### src/rtl/cdad_pkg.sv
`timescale 1ns / 1ps
// ----------------------------------------------------------------------------
// cdad_pkg
// Shared widths, codes, controller types and calendar helper functions for
// the date add-days unit.
// ----------------------------------------------------------------------------
package cdad_pkg;

   localparam int YEAR_W   = 14;
   localparam int MONTH_W  = 4;
   localparam int DAY_W    = 5;
   localparam int COUNT_W  = 16;
   localparam int STATUS_W = 2;
   localparam int MOD400_W = 9;
   localparam int YLEN_W   = 9;
   localparam int STEP_W   = 6;

   // year / 400 by reciprocal: exact for every 14-bit year
   localparam int DIV400_SHIFT = 24;
   localparam int RECIP_W      = 16;
   localparam int PROD_W       = YEAR_W + RECIP_W;
   localparam int QUOT_W       = PROD_W - DIV400_SHIFT;
   localparam logic [RECIP_W-1:0] DIV400_RECIP = 16'd41944;

   localparam logic [YEAR_W-1:0]   YEAR_MAX    = 14'd9999;
   localparam logic [YEAR_W-1:0]   LEAP_CYCLE  = 14'd400;
   localparam logic [MONTH_W-1:0]  MONTH_JAN   = 4'd1;
   localparam logic [MONTH_W-1:0]  MONTH_FEB   = 4'd2;
   localparam logic [MONTH_W-1:0]  MONTH_DEC   = 4'd12;
   localparam logic [DAY_W-1:0]    DAY_FIRST   = 5'd1;
   localparam logic [MOD400_W-1:0] MOD400_LAST = 9'd399;
   localparam logic [MOD400_W-1:0] CENTURY_1   = 9'd100;
   localparam logic [MOD400_W-1:0] CENTURY_2   = 9'd200;
   localparam logic [MOD400_W-1:0] CENTURY_3   = 9'd300;
   localparam logic [YLEN_W-1:0]   YEAR_DAYS   = 9'd365;

   typedef enum logic [2:0] {
      ST_IDLE,
      ST_MOD,
      ST_CHECK,
      ST_STEP,
      ST_FINISH
   } state_type;

   typedef enum logic [STATUS_W-1:0] {
      STATUS_OK       = 2'd0,
      STATUS_BAD_DATE = 2'd1,
      STATUS_OVERFLOW = 2'd2
   } status_code_type;

   typedef struct packed {
      logic load;
      logic calc_mod;
      logic check;
      logic step;
      logic write_out;
   } ctrl_cmd_type;

   typedef struct packed {
      logic date_bad;
      logic step_done;
      logic out_free;
   } ctrl_sts_type;

   // leap from the two low year bits and the year modulo 400
   function automatic logic is_leap(logic [1:0] year_low, logic [MOD400_W-1:0] mod400);
      return (year_low == 2'd0) && (mod400 != CENTURY_1) &&
             (mod400 != CENTURY_2) && (mod400 != CENTURY_3);
   endfunction

   function automatic logic [DAY_W-1:0] days_in_month(logic [MONTH_W-1:0] month,
                                                      logic leap);
      logic [DAY_W-1:0] len;
      unique case (month)
         4'd2:                      len = leap ? 5'd29 : 5'd28;
         4'd4, 4'd6, 4'd9, 4'd11:   len = 5'd30;
         default:                   len = 5'd31;
      endcase
      return len;
   endfunction

endpackage

### src/rtl/cdad_req_if.sv
`timescale 1ns / 1ps
// ----------------------------------------------------------------------------
// cdad_req_if
// Request channel: starting date and day count with valid/ready handshake.
// ----------------------------------------------------------------------------
interface cdad_req_if;
   import cdad_pkg::*;

   logic               valid;
   logic               ready;
   logic [YEAR_W-1:0]  in_year;
   logic [MONTH_W-1:0] in_month;
   logic [DAY_W-1:0]   in_day;
   logic [COUNT_W-1:0] days_to_add;

   modport source (output valid, output in_year, output in_month, output in_day,
                   output days_to_add, input ready);
   modport sink   (input valid, input in_year, input in_month, input in_day,
                   input days_to_add, output ready);
endinterface

### src/rtl/cdad_rsp_if.sv
`timescale 1ns / 1ps
// ----------------------------------------------------------------------------
// cdad_rsp_if
// Response channel: resulting date and status with valid/ready handshake.
// ----------------------------------------------------------------------------
interface cdad_rsp_if;
   import cdad_pkg::*;

   logic                valid;
   logic                ready;
   logic [YEAR_W-1:0]   out_year;
   logic [MONTH_W-1:0]  out_month;
   logic [DAY_W-1:0]    out_day;
   logic [STATUS_W-1:0] status;

   modport source (output valid, output out_year, output out_month, output out_day,
                   output status, input ready);
   modport sink   (input valid, input out_year, input out_month, input out_day,
                   input status, output ready);
endinterface

### src/rtl/cdad_ctrl.sv
`timescale 1ns / 1ps
// ----------------------------------------------------------------------------
// cdad_ctrl
// Sequencer: load, year modulo, date check, carry steps, result write.
// ----------------------------------------------------------------------------
module cdad_ctrl (
   input  logic                   clock,
   input  logic                   reset,
   input  logic                   req_valid,
   output logic                   req_ready,
   output cdad_pkg::ctrl_cmd_type cmd,
   input  cdad_pkg::ctrl_sts_type sts
);
   import cdad_pkg::*;

   state_type state_ff;
   state_type state_in;

   always_ff @(posedge clock) begin
      if (reset) begin
         state_ff <= ST_IDLE;
      end else begin
         state_ff <= state_in;
      end
   end

   always_comb begin
      cmd       = '0;
      req_ready = 1'b0;
      state_in  = state_ff;
      unique case (state_ff)
         ST_IDLE: begin
            req_ready = 1'b1;
            if (req_valid) begin
               cmd.load = 1'b1;
               state_in = ST_MOD;
            end
         end
         ST_MOD: begin
            cmd.calc_mod = 1'b1;
            state_in     = ST_CHECK;
         end
         ST_CHECK: begin
            cmd.check = 1'b1;
            state_in  = sts.date_bad ? ST_FINISH : ST_STEP;
         end
         ST_STEP: begin
            cmd.step = 1'b1;
            if (sts.step_done) begin
               state_in = ST_FINISH;
            end
         end
         ST_FINISH: begin
            if (sts.out_free) begin
               cmd.write_out = 1'b1;
               state_in      = ST_IDLE;
            end
         end
         default: begin
            state_in = ST_IDLE;
         end
      endcase
   end

endmodule

### src/rtl/cdad_datapath.sv
`timescale 1ns / 1ps
// ----------------------------------------------------------------------------
// cdad_datapath
// Date registers, leap tracking, year/month carry step and result register.
// ----------------------------------------------------------------------------
module cdad_datapath (
   input  logic                              clock,
   input  logic                              reset,
   input  cdad_pkg::ctrl_cmd_type            cmd,
   output cdad_pkg::ctrl_sts_type            sts,
   input  logic [cdad_pkg::YEAR_W-1:0]       req_year,
   input  logic [cdad_pkg::MONTH_W-1:0]      req_month,
   input  logic [cdad_pkg::DAY_W-1:0]        req_day,
   input  logic [cdad_pkg::COUNT_W-1:0]      req_days,
   input  logic                              rsp_ready,
   output logic                              rsp_valid,
   output logic [cdad_pkg::YEAR_W-1:0]       rsp_year,
   output logic [cdad_pkg::MONTH_W-1:0]      rsp_month,
   output logic [cdad_pkg::DAY_W-1:0]        rsp_day,
   output logic [cdad_pkg::STATUS_W-1:0]     rsp_status
);
   import cdad_pkg::*;

   logic [YEAR_W-1:0]    year_ff, year_in;
   logic [MONTH_W-1:0]   month_ff, month_in;
   logic [DAY_W-1:0]     day_ff, day_in;
   logic [COUNT_W-1:0]   rem_ff, rem_in;
   logic [MOD400_W-1:0]  mod400_ff, mod400_in;
   logic [PROD_W-1:0]    prod_ff, prod_in;
   status_code_type      code_ff, code_in;

   logic                 rsp_valid_ff, rsp_valid_in;
   logic [YEAR_W-1:0]    rsp_year_ff, rsp_year_in;
   logic [MONTH_W-1:0]   rsp_month_ff, rsp_month_in;
   logic [DAY_W-1:0]     rsp_day_ff, rsp_day_in;
   logic [STATUS_W-1:0]  rsp_status_ff, rsp_status_in;

   logic [QUOT_W-1:0]    quot;
   logic [YEAR_W-1:0]    quot_scaled;
   logic [YEAR_W-1:0]    mod_full;
   logic                 leap_cur, leap_next;
   logic [DAY_W-1:0]     month_len;
   logic [STEP_W-1:0]    to_next;
   logic [YEAR_W-1:0]    year_inc;
   logic [MOD400_W-1:0]  mod400_inc;
   logic [YLEN_W-1:0]    year_len;
   logic                 fits, jump, at_dec, overflow, result_ok;

   // calendar terms of the current position
   always_comb begin
      quot        = prod_ff[PROD_W-1:DIV400_SHIFT];
      quot_scaled = YEAR_W'(quot) * LEAP_CYCLE;
      mod_full    = year_ff - quot_scaled;

      leap_cur   = is_leap(year_ff[1:0], mod400_ff);
      month_len  = days_in_month(month_ff, leap_cur);
      to_next    = {1'b0, month_len} - {1'b0, day_ff} + STEP_W'(1);
      year_inc   = year_ff + YEAR_W'(1);
      mod400_inc = (mod400_ff == MOD400_LAST) ? '0 : mod400_ff + MOD400_W'(1);
      leap_next  = is_leap(year_inc[1:0], mod400_inc);
      // first of this month to first of the same month next year
      year_len   = YEAR_DAYS + YLEN_W'((month_ff <= MONTH_FEB) ? leap_cur : leap_next);

      fits     = rem_ff < COUNT_W'(to_next);
      jump     = (day_ff == DAY_FIRST) && (rem_ff >= COUNT_W'(year_len)) &&
                 (year_ff < YEAR_MAX);
      at_dec   = (month_ff == MONTH_DEC);
      overflow = !fits && !jump && at_dec && (year_ff >= YEAR_MAX);

      sts.date_bad  = (year_ff == '0) || (year_ff > YEAR_MAX) || (month_ff == '0) ||
                      (month_ff > MONTH_DEC) || (day_ff == '0) || (day_ff > month_len);
      sts.step_done = fits || overflow;
      sts.out_free  = !rsp_valid_ff || rsp_ready;
   end

   always_comb begin
      year_in   = year_ff;
      month_in  = month_ff;
      day_in    = day_ff;
      rem_in    = rem_ff;
      mod400_in = mod400_ff;
      prod_in   = prod_ff;
      code_in   = code_ff;
      if (cmd.load) begin
         year_in  = req_year;
         month_in = req_month;
         day_in   = req_day;
         rem_in   = req_days;
         prod_in  = PROD_W'(req_year) * PROD_W'(DIV400_RECIP);
      end
      if (cmd.calc_mod) begin
         mod400_in = mod_full[MOD400_W-1:0];
      end
      if (cmd.check) begin
         code_in = sts.date_bad ? STATUS_BAD_DATE : STATUS_OK;
      end
      if (cmd.step) begin
         priority if (fits) begin
            day_in = day_ff + DAY_W'(rem_ff);
         end else if (jump) begin
            year_in   = year_inc;
            mod400_in = mod400_inc;
            rem_in    = rem_ff - COUNT_W'(year_len);
         end else if (overflow) begin
            code_in = STATUS_OVERFLOW;
         end else begin
            rem_in = rem_ff - COUNT_W'(to_next);
            day_in = DAY_FIRST;
            if (at_dec) begin
               month_in  = MONTH_JAN;
               year_in   = year_inc;
               mod400_in = mod400_inc;
            end else begin
               month_in = month_ff + MONTH_W'(1);
            end
         end
      end
   end

   // output register
   always_comb begin
      result_ok     = (code_ff == STATUS_OK);
      rsp_year_in   = rsp_year_ff;
      rsp_month_in  = rsp_month_ff;
      rsp_day_in    = rsp_day_ff;
      rsp_status_in = rsp_status_ff;
      rsp_valid_in  = rsp_valid_ff && !rsp_ready;
      if (cmd.write_out) begin
         rsp_year_in   = result_ok ? year_ff : '0;
         rsp_month_in  = result_ok ? month_ff : '0;
         rsp_day_in    = result_ok ? day_ff : '0;
         rsp_status_in = code_ff;
         rsp_valid_in  = 1'b1;
      end
   end

   always_ff @(posedge clock) begin
      year_ff       <= year_in;
      month_ff      <= month_in;
      day_ff        <= day_in;
      rem_ff        <= rem_in;
      mod400_ff     <= mod400_in;
      prod_ff       <= prod_in;
      code_ff       <= code_in;
      rsp_year_ff   <= rsp_year_in;
      rsp_month_ff  <= rsp_month_in;
      rsp_day_ff    <= rsp_day_in;
      rsp_status_ff <= rsp_status_in;
   end

   always_ff @(posedge clock) begin
      if (reset) begin
         rsp_valid_ff <= 1'b0;
      end else begin
         rsp_valid_ff <= rsp_valid_in;
      end
   end

   assign rsp_valid  = rsp_valid_ff;
   assign rsp_year   = rsp_year_ff;
   assign rsp_month  = rsp_month_ff;
   assign rsp_day    = rsp_day_ff;
   assign rsp_status = rsp_status_ff;

   a_mod400_range: assert property (@(posedge clock) disable iff (reset)
      cmd.calc_mod |=> (mod400_ff < LEAP_CYCLE[MOD400_W-1:0]))
      else $error("year modulo 400 out of range");

   a_step_date_valid: assert property (@(posedge clock) disable iff (reset)
      cmd.step |-> (month_ff >= MONTH_JAN) && (month_ff <= MONTH_DEC) &&
                   (day_ff >= DAY_FIRST) && (day_ff <= month_len) && (year_ff <= YEAR_MAX))
      else $error("carry step on an invalid date");

   a_step_progress: assert property (@(posedge clock) disable iff (reset)
      (cmd.step && !sts.step_done) |=> (rem_ff < $past(rem_ff)))
      else $error("carry step did not consume days");

   a_write_ok_fields: assert property (@(posedge clock) disable iff (reset)
      (cmd.write_out && !result_ok) |=> (rsp_year_ff == '0) && (rsp_day_ff == '0))
      else $error("error result carries a date");

endmodule

### src/rtl/calendar_date_add_days_unit.sv
`timescale 1ns / 1ps
// ----------------------------------------------------------------------------
// calendar_date_add_days_unit
// Gregorian date plus a non-negative day count, with date and range checks.
// ----------------------------------------------------------------------------
// usage
//   req_chan carries one start date (year, month, day) and a day count per
//   transaction; rsp_chan returns the resulting date and a status code
//   (ok, invalid input date, year past 9999, date fields zero on error)
//   one transaction is in flight at a time: req_chan.ready is high only
//   while the sequencer is idle
//   after acceptance the sequencer computes the year modulo 400, checks
//   the date, runs the carry steps (none for an invalid date) and writes
//   the output register; it then returns to idle to take the next request
//   carry steps: one to reach the first of the next month, then one per
//   whole year jumped and one per remaining month, plus a final step;
//   the worst count takes about 191 steps, each one a pass through the
//   shared year/month carry unit
//   the result sits in an output register; a stalled receiver only holds
//   the finished transaction there, the next request is still accepted and
//   worked on, and waits for the register to free before it is written
//   reset returns the sequencer to idle and drops any pending result
// ----------------------------------------------------------------------------
module calendar_date_add_days_unit (
   input  logic  clock,
   input  logic  reset,
   cdad_req_if.sink   req_chan,
   cdad_rsp_if.source rsp_chan
);
   import cdad_pkg::*;

   ctrl_cmd_type cmd;
   ctrl_sts_type sts;
   logic         req_ready;

   // sequencer
   cdad_ctrl u_ctrl (
      .clock     (clock),
      .reset     (reset),
      .req_valid (req_chan.valid),
      .req_ready (req_ready),
      .cmd       (cmd),
      .sts       (sts)
   );

   assign req_chan.ready = req_ready;

   // date registers, carry unit and output register
   cdad_datapath u_datapath (
      .clock      (clock),
      .reset      (reset),
      .cmd        (cmd),
      .sts        (sts),
      .req_year   (req_chan.in_year),
      .req_month  (req_chan.in_month),
      .req_day    (req_chan.in_day),
      .req_days   (req_chan.days_to_add),
      .rsp_ready  (rsp_chan.ready),
      .rsp_valid  (rsp_chan.valid),
      .rsp_year   (rsp_chan.out_year),
      .rsp_month  (rsp_chan.out_month),
      .rsp_day    (rsp_chan.out_day),
      .rsp_status (rsp_chan.status)
   );

endmodule
### src/flat_wrapper.sv
// flat-port wrapper written by rule: the top's interface ports become plain ports
module calendar_date_add_days_unit_flat import cdad_pkg::*;
  (clock, reset, req_chan_valid, req_chan_in_year, req_chan_in_month, req_chan_in_day, req_chan_days_to_add, req_chan_ready, rsp_chan_valid, rsp_chan_out_year, rsp_chan_out_month, rsp_chan_out_day, rsp_chan_status, rsp_chan_ready);
  cdad_req_if req_chan_i ();
  cdad_rsp_if rsp_chan_i ();
  input  logic clock;
  input  logic reset;
  input wire logic [$bits(req_chan_i.valid)-1:0] req_chan_valid;
  input wire logic [$bits(req_chan_i.in_year)-1:0] req_chan_in_year;
  input wire logic [$bits(req_chan_i.in_month)-1:0] req_chan_in_month;
  input wire logic [$bits(req_chan_i.in_day)-1:0] req_chan_in_day;
  input wire logic [$bits(req_chan_i.days_to_add)-1:0] req_chan_days_to_add;
  output wire logic [$bits(req_chan_i.ready)-1:0] req_chan_ready;
  output wire logic [$bits(rsp_chan_i.valid)-1:0] rsp_chan_valid;
  output wire logic [$bits(rsp_chan_i.out_year)-1:0] rsp_chan_out_year;
  output wire logic [$bits(rsp_chan_i.out_month)-1:0] rsp_chan_out_month;
  output wire logic [$bits(rsp_chan_i.out_day)-1:0] rsp_chan_out_day;
  output wire logic [$bits(rsp_chan_i.status)-1:0] rsp_chan_status;
  input wire logic [$bits(rsp_chan_i.ready)-1:0] rsp_chan_ready;
  assign req_chan_i.valid = req_chan_valid;
  assign req_chan_i.in_year = req_chan_in_year;
  assign req_chan_i.in_month = req_chan_in_month;
  assign req_chan_i.in_day = req_chan_in_day;
  assign req_chan_i.days_to_add = req_chan_days_to_add;
  assign req_chan_ready = req_chan_i.ready;
  assign rsp_chan_valid = rsp_chan_i.valid;
  assign rsp_chan_out_year = rsp_chan_i.out_year;
  assign rsp_chan_out_month = rsp_chan_i.out_month;
  assign rsp_chan_out_day = rsp_chan_i.out_day;
  assign rsp_chan_status = rsp_chan_i.status;
  assign rsp_chan_i.ready = rsp_chan_ready;
  calendar_date_add_days_unit u_core (.clock(clock), .reset(reset), .req_chan(req_chan_i), .rsp_chan(rsp_chan_i));
endmodule
### config.mk
export PLATFORM = sky130hd
export DESIGN_NAME = calendar_date_add_days_unit_flat
export DESIGN_NICKNAME = d
export VERILOG_FILES = /design/src/rtl/cdad_pkg.sv /design/src/rtl/cdad_req_if.sv /design/src/rtl/cdad_rsp_if.sv /design/src/rtl/cdad_ctrl.sv /design/src/rtl/cdad_datapath.sv /design/src/rtl/calendar_date_add_days_unit.sv /design/src/flat_wrapper.sv
export SDC_FILE = /design/constraint.sdc
export NUM_CORES = 1
export LEC_CHECK = 0
export BUFFER_PORTS_ARGS = -buffer_cell sky130_fd_sc_hd__buf_4
export CORE_MARGIN = 4
export CORE_UTILIZATION = 47
export CTS_CLUSTER_SIZE = 14
export DETAILED_ROUTE_END_ITERATION = 7
export GPL_TIMING_DRIVEN = 1
export PLACE_DENSITY_LB_ADDON = 0.05
export SLEW_MARGIN = 10
export SYNTH_ARGS = -nofsm -noshare
export SYNTH_HDL_FRONTEND = slang
export SYNTH_SLANG_ARGS = --single-unit
### constraint.sdc
create_clock -name clock -period 4.8 [get_ports clock]
set_input_delay 0.24 -clock clock [delete_from_list [all_inputs] [get_ports clock]]
set_output_delay 0.24 -clock clock [all_outputs]
set_load 0.01 [all_outputs]
Word level (Yosys, flattened, before mapping)
Index checks and enable logic that the tools add are counted.
{ "totals": {"output_inout_bits": 27, "inputBits": 43, "elab_cells": 138, "reg_bits": 106} }
{ "classes": {"n_mux": 52, "n_lt_le_gt_ge": 8, "addsub": 10, "multipliers": 2, "n_reduce_logical": 32, "eq_ne": 21} }
{ "op_table": {"columns": ["op", "count"], "rows": [
  ["$mux W14", 6],
  ["$mux W16", 5],
  ["$mux W9", 7],
  ["$mul A14 B13 Y27 const B", 1],
  ["$mux W5", 5],
  ["$mux W4", 6],
  ["$ne A9 B7 Y1 const B", 2],
  ["$ne A9 B8 Y1 const B", 2],
  ["$ne A9 B9 Y1 const B", 2],
  ["$ge A16 B9 Y1", 1],
  ["$lt A16 B6 Y1", 1],
  ["$sub A16 B6 Y16", 1],
  ["$sub A16 B9 Y16", 1],
  ["$pmux W3 S5", 1],
  ["$add A14 B1 Y14 const B", 1],
  ["$ge A14 B14 Y1 const B", 1],
  ["$gt A14 B14 Y1 const B", 1],
  ["$logic_not A14 Y1", 1],
  ["$lt A14 B14 Y1 const B", 1],
  ["$eq A4 B4 Y1 const B", 3],
  ["$logic_and A1 B1 Y1", 12],
  ["$mux W1", 12],
  ["$mux W3", 4],
  ["$mux W2", 5],
  ["other kinds (29)", 43]
]} }

Logic depth before layout (Yosys ltp)
{ "depth": {"word_depth": 19, "mapped_depth": 26} }

Cells and area by module
A second synthesis with hierarchy kept.
{ "hier_totals": {"cells_unflattened": 973, "hier_area_um2": 8977.4} }
{ "modules_own_cells": {"columns": ["mod", "cells_per_inst", "seq_area_each_um2", "n_inst", "area_each_um2"], "rows": [
  ["cdad_datapath", 948, 1921.8, 1, 8760.9],
  ["cdad_ctrl", 25, 60.1, 1, 216.5]
]} }

Worst setup path before layout
No wires, ideal clock.
{ "synth_timing": {"kind": "register to register", "start": "reg u_core.u_datapath.mod400_ff[5]", "end": "reg u_core.u_datapath.mod400_ff[4]", "required_time_ns": 4.667, "path_buffers": 4, "setup_time_ns": 0.133, "synth_period_minus_slack_ns": 4.502, "setup_slack_ns": 0.298, "t_arrival_ns": 4.369, "path_stages_with_launch": 26, "cell_sequence": "dfxtp_1 -> clkbuf_1 -> or3b_2 -> nor2_1 -> mux2_2 -> a21oi_1 -> o211ai_1 -> a221o_1 -> nand2_1 -> ha_1 -> ha_1 -> inv_1 -> fa_1 -> o21bai_1 -> a21oi_1 -> xor2_1 -> ha_1 -> nor4_2 -> nand3b_1 -> o21a_1 -> buf_6 -> and4_1 -> buf_4 -> buf_6 -> a31oi_1 -> o221ai_1"} }
{ "synth_via": {"elab_chain_len": 19, "elab_cells_between_ends": 35} }
{ "synth_rtl": {"columns": ["element", "line", "source"], "rows": [
  ["from (decl)", "cdad_datapath.sv:28", "logic [MOD400_W-1:0] mod400_ff, mod400_in;"],
  ["from (signal assigned)", "cdad_datapath.sv:142", "mod400_ff <= mod400_in;"],
  ["$add A9 B1 Y9 or $eq A9 B9 Y1 (tied branches)", "cdad_datapath.sv:59", "mod400_inc = (mod400_ff == MOD400_LAST) ? '0 : mod400_ff + MOD400_W'(1);"],
  ["$mux W9", "cdad_datapath.sv:59", null],
  ["$ne A9 B7 Y1", "cdad_pkg.sv:67", "return (year_low == 2'd0) && (mod400 != CENTURY_1) &&"],
  ["$logic_and A1 B1 Y1 (2 in a row)", "cdad_pkg.sv:67", null],
  ["$logic_and A1 B1 Y1", "cdad_pkg.sv:68", "(mod400 != CENTURY_2) && (mod400 != CENTURY_3);"],
  ["$mux W1", "cdad_datapath.sv:62", "year_len = YEAR_DAYS + YLEN_W'((month_ff <= MONTH_FEB) ? leap_cur : leap_next);"],
  ["$add A9 B1 Y9", "cdad_datapath.sv:62", null],
  ["$ge A16 B9 Y1", "cdad_datapath.sv:65", "jump = (day_ff == DAY_FIRST) && (rem_ff >= COUNT_W'(year_len)) &&"],
  ["$logic_and A1 B1 Y1 (2 in a row)", "cdad_datapath.sv:65", null],
  ["$logic_not A1 Y1", "cdad_datapath.sv:68", "overflow = !fits && !jump && at_dec && (year_ff >= YEAR_MAX);"],
  ["$logic_and A1 B1 Y1 (3 in a row)", "cdad_datapath.sv:68", null],
  ["$mux W9", "cdad_datapath.sv:104", "end else if (overflow) begin"],
  ["$mux W9", "cdad_datapath.sv:100", "end else if (jump) begin"],
  ["$mux W9 (*)", "cdad_datapath.sv:98", "priority if (fits) begin"],
  ["$mux W9 (*)", "cdad_datapath.sv:97", "if (cmd.step) begin"],
  ["net u_core.u_datapath.mod400_in[4]", "cdad_datapath.sv:28", null]
]} }
The timed path passes the listed nets; every way through them passes the cells marked *.
A chain may end at the register's enable or synchronous reset.

Worst setup path in the final report
{ "layout_timing": {"start": "reg u_core.u_datapath.mod400_ff[7]", "end": "reg u_core.u_datapath.rem_ff[5]"} }
{ "layout_via": {"elab_chain_len": 19, "elab_cells_between_ends": 36} }
{ "layout_rtl": {"columns": ["element", "line", "source"], "rows": [
  ["$add A9 B1 Y9 or $eq A9 B9 Y1 (tied branches)", "cdad_datapath.sv:59", null],
  ["$mux W9", "cdad_datapath.sv:59", null],
  ["$ne A9 B7 Y1", "cdad_pkg.sv:67", null],
  ["$logic_and A1 B1 Y1 (2 in a row)", "cdad_pkg.sv:67", null],
  ["$logic_and A1 B1 Y1", "cdad_pkg.sv:68", null],
  ["$mux W1", "cdad_datapath.sv:62", null],
  ["$add A9 B1 Y9", "cdad_datapath.sv:62", null],
  ["$ge A16 B9 Y1", "cdad_datapath.sv:65", null],
  ["$logic_and A1 B1 Y1 (2 in a row)", "cdad_datapath.sv:65", null],
  ["$logic_not A1 Y1", "cdad_datapath.sv:68", null],
  ["$logic_and A1 B1 Y1 (3 in a row)", "cdad_datapath.sv:68", null],
  ["$mux W16", "cdad_datapath.sv:104", null],
  ["$mux W16", "cdad_datapath.sv:100", null],
  ["$mux W16 (*)", "cdad_datapath.sv:98", null],
  ["$mux W16 (*)", "cdad_datapath.sv:97", null],
  ["net u_core.u_datapath.rem_in[5]", "cdad_datapath.sv:27", "logic [COUNT_W-1:0] rem_ff, rem_in;"],
  ["to (signal assigned)", "cdad_datapath.sv:141", "rem_ff <= rem_in;"],
  ["to (decl)", "cdad_datapath.sv:27", null]
]} }
Marked as above.

==> key figures <==
Power
  – VDD IR max: 205 uV
  – Leakage: between 0.004 and 0.005 uW
  – Power Density: ~560 mW/mm^2

Timing
  – Fmax: around 0.22 GHz
  – Worst-Margin Slew: 1110 ps
  – Worst hold slack: 73.7 ps
  – Fin. Hold Viols: 0
  – Setup TNS: 0 ps
  – Final setup violation count: 0
  – Fin crit period: 4540 ps
  – Max Transition Viols Final: 0
  – Max_slew headroom: 0.262
  – Clk_skew: 8.37 ps
  – Final period util: 0.945

Worst setup path
  – Crit-path cells: or3b_2 > nor2_1 > mux2_2 > a21oi_2 > o211ai_1 > a221o_1 > nand2_1 > ha_1 > ha_1 > inv_1 > fa_2 > o21bai_1 > a21oi_2 > xor2_1 > ha_2 > nor4_4 > nand3b_1 > o21a_1 > buf_4 > nand2_8 > a21oi_4 > buf_4 > buf_4 > a221o_1
  – Req. time, crit path: 5050 ps
  – CP Capture Type: register
  – Crit path launch type: register
  – Worst path most repeated cell: buf_4
  – Worst Setup Path Type: reg2reg
  – CP max-delay cell: fa_2
  – Arr. time, crit path: 4790 ps
  – CP max stage delay: 350 ps
  – Crit path max fanout: 6

Layout
  – Fin util: 0.558
  – Final net count: 1318
  – Reg area: 0.00198 mm^2
  – Multi-input gate area: 0.00614 mm^2
  – Layout cells sized above 1: 0.156
  – Final Cell Area: 0.0102 mm^2
  – Number of fill cells: ~1700
  – Antenna Cells: 0
  – Area grow syn2layout: 15.3%

Floorplanning
  – FP Rows: 49
  – Initial Utilization: 0.484
  – Die W: 145 um
  – Chip height: 145 um
  – Die area: 0.0210 mm^2
  – Ports: 70
  – Core Region: between 0.015 and 0.02 mm^2

Global routing
  – Global routing's busiest layer: met2
  – Initial antenna violation count: 0
  – Met3 global-route usage: 0.0171
  – Largest net degree at the start of global routing: 34
  – First-pass GRT wire length: between 30000 and 40000 um
  – Met2 Use GR: 0.426
  – GR Util All Layers: 0.232
  – GRT overflow: 0
  – Vias in the first global route: around 7400
  – M1 GR Usage: 0.289

Routing
  – Via density: 5.45
  – Drt pass-1 iters: 4
  – Post-route ant nets: 0
  – Initial DRC count: 398
  – Routed wire per std cell: 17.7 um
  – Via count: 7148
  – WL final: roughly 23000 um
  – DRC viols: 0

Clock network
  – Worst-Skew Late Latency: 360 ps
  – CTS root buffer: clkbuf_16
  – Post-CTS Hold Buffers: 0
  – Clk slew on worst S/H paths: 70 ps
  – H-Tree Depth: 3
  – CTS tree: yes
  – Num CTS Buffers: 9
  – Clk sink count: between 80 and 90
  – Longest Clk Path Bufs: 2

Logic synthesis
  – Ys async rst share: 0
  – Sequential share of the synthesized area: 0.225
  – Post-Syn Area: 0.00881 mm^2
  – Flops & latches, synth: 84
  – Post-Syn Nets: 1225
  – Average size of a mapped cell: between 8 and 9 um^2
  – Post-Synthesis Cells: around 990
  – Post-synthesis cell type count: 74
  – EDFF count, synth: 30
  – Prevailing post-synth register cell: dfxtp_1
  – Yosys warns: 0

Run status
  – Outcome: complete, no violations

Placed design
  – Routability cong.: ~0.89
  – PortBufs: 69
  – Placed Area: 0.00973 mm^2
  – DP HPWL: 18600 um

Worst hold path
  – HP Class: in2reg

Job
  – Max Cap Violations: 0
==> Yosys cell counts (all sizes together) (3+ instances only) <==
cell     instances  area (um^2)
a211oi           8         70.1
a21o            10         75.1
a21oi           72          372
a221o            4         40.0
a221oi           6         83.8
a31oi           10         68.8
and2            17          106
and3             8         50.1
buf             15          105
clkbuf          17         63.8
dfxtp           54         1080
edfxtp          30          901
fa              67         1340
ha             130         1630
inv            150          563
nand2           73          284
nand2b           6         37.5
nand3           29          145
nand3b           3         22.5
nand4            9         62.6
nor2            63          246
nor2b            7         43.8
nor3            21          105
nor3b            3         22.5
nor4             4         31.3
o2111ai          5         43.8
o211ai           6         45.0
o21a             5         37.5
o21ai           51          267
o221ai           4         35.0
o22ai           10         62.6
o32ai            3         26.3
or2              4         25.0
or3              4         25.0
or4              3         30.0
xnor2           30          263
xor2            17          149
==> worst paths after layout <==
kind / startpoint / end / slack [ps] / cells past startpoint
min reg2reg: u_core.u_datapath.rsp_valid / u_core.u_datapath.rsp_valid / 530 / 2
max: u_core.u_datapath.mod400_ff[7] / u_core.u_datapath.rem_ff[5] / 260 / 24
max reg2reg: u_core.u_datapath.mod400_ff[7] / u_core.u_datapath.rem_ff[5] / 260 / 24
min: reset / u_core.u_ctrl.state_ff[1] / 70 / 2
==> where the power goes <==
group	switching (uW)	leakage [uW]	total, uW	internal [uW]
sequential	333	0.000732	1300	969
combinational	1980	0.00382	3670	1690
clock	331	0.000144	694	363
==> worst max-delay path, delay by kind of cell (launching register included) <==
| kind | cells | cell delay, ps |
|---|---|---|
| simple gates | 6 | 860 |
| fa+ha+maj | 4 | 890 |
| compound gates | 8 | 1390 |
| mux | 1 | 270 |
| flops | 1 | 310 |
| buf+inv | 4 | 530 |
| xor+xnor | 1 | 160 |
==> flip-flops by register name (all words and copies together), names as in the netlist <==
signal                        count
u_core.u_datapath.rsp_year       14
u_core.u_datapath.rsp_status      2
u_core.u_datapath.rsp_day         5
u_core.u_datapath.rsp_valid       1
u_core.u_datapath.month_ff        4
u_core.u_datapath.mod400_ff       9
u_core.u_datapath.year_ff        14
u_core.u_datapath.code_ff         2
u_core.u_ctrl.state_ff            3
u_core.u_datapath.rsp_month       4
u_core.u_datapath.rem_ff         16
u_core.u_datapath.prod_ff         5
u_core.u_datapath.day_ff          5
==> final cells by class <==
type                       instances  share of cell area
inverter                         151              0.0558
timing repair buffer             114              0.0876
tap                              229              0.0282
clock buffer                       9              0.0222
multi-input combinational        718               0.605
clock inverter                     7             0.00591
sequential                        84               0.195
==> per-layer routing <==
metal  wire length (um)  part of all wire  vias up
met4                546             0.024        0
met2              12100              0.52      127
met3                673             0.029       25
li1                   -                 -     3578
met5                  0                 0        -
met1               9910              0.43     3418
==> kinds of logic (layout without fill, tap and decap cells) <==
| family | after synthesis | count (layout) | share of synthesized area |
|---|---|---|---|
| AO/OA/AOI/OAI | 209 | 209 | 0.155 |
| XOR/XNOR | 47 | 47 | 0.0467 |
| adder cells (fa/ha/maj) | 197 | 197 | 0.337 |
| buffers and inverters | 183 | 281 | 0.0835 |
| flip-flops | 84 | 84 | 0.225 |
| multiplexers | 3 | 3 | 0.00355 |
| AND/OR/NAND/NOR | 262 | 262 | 0.149 |
==> layout by cell type (no fill, tap or decap), types with 6 or more instances in the layout <==
master / synthesis / layout
xor2_1: 17 / 17
nand4_1: 8 / 8
a21oi_1: 71 / 69
and3_1: 8 / 7
o22ai_1: 10 / 10
o211ai_1: 6 / 6
a211oi_1: 6 / 6
nor3_1: 21 / 21
nand3_1: 29 / 28
edfxtp_1: 30 / 30
xnor2_1: 30 / 30
nand2b_1: 6 / 6
ha_1: 130 / 128
o21ai_0: 42 / 40
nand2_1: 71 / 70
nor2_1: 61 / 61
inv_1: 150 / 150
nor2b_1: 7 / 7
and2_1: 17 / 17
buf_4: 1 / 111
fa_1: 67 / 66
clkbuf_16: 0 / 10
o21ai_1: 8 / 10
dfxtp_1: 54 / 54
a31oi_1: 9 / 9
a21o_1: 10 / 10
==> timing repair <==
| action | in CTS | in global routing |
|---|---|---|
| setup endpoints to repair | 0 | 36 |
| hold endpoints to repair | 0 | 0 |
| buffers inserted | 0 | 7 |
| gates resized for setup | 0 | 17 |
==> metrics by stage <==
stage / cells / setup WS [ps] / total power (uW)
2_1_floorplan: 985 / 298 / 3870
3_3_place_gp: 1288 / 35.5 / 4840
3_5_place_dp: 1288 / -38.1 / 4890
4_1_cts: 1304 / 101 / 5620
5_1_grt: 1312 / -20.4 / 6280
6_report: 1312 / 262 / 5670
No activity file was read; power rests on OpenSTA's default activity.
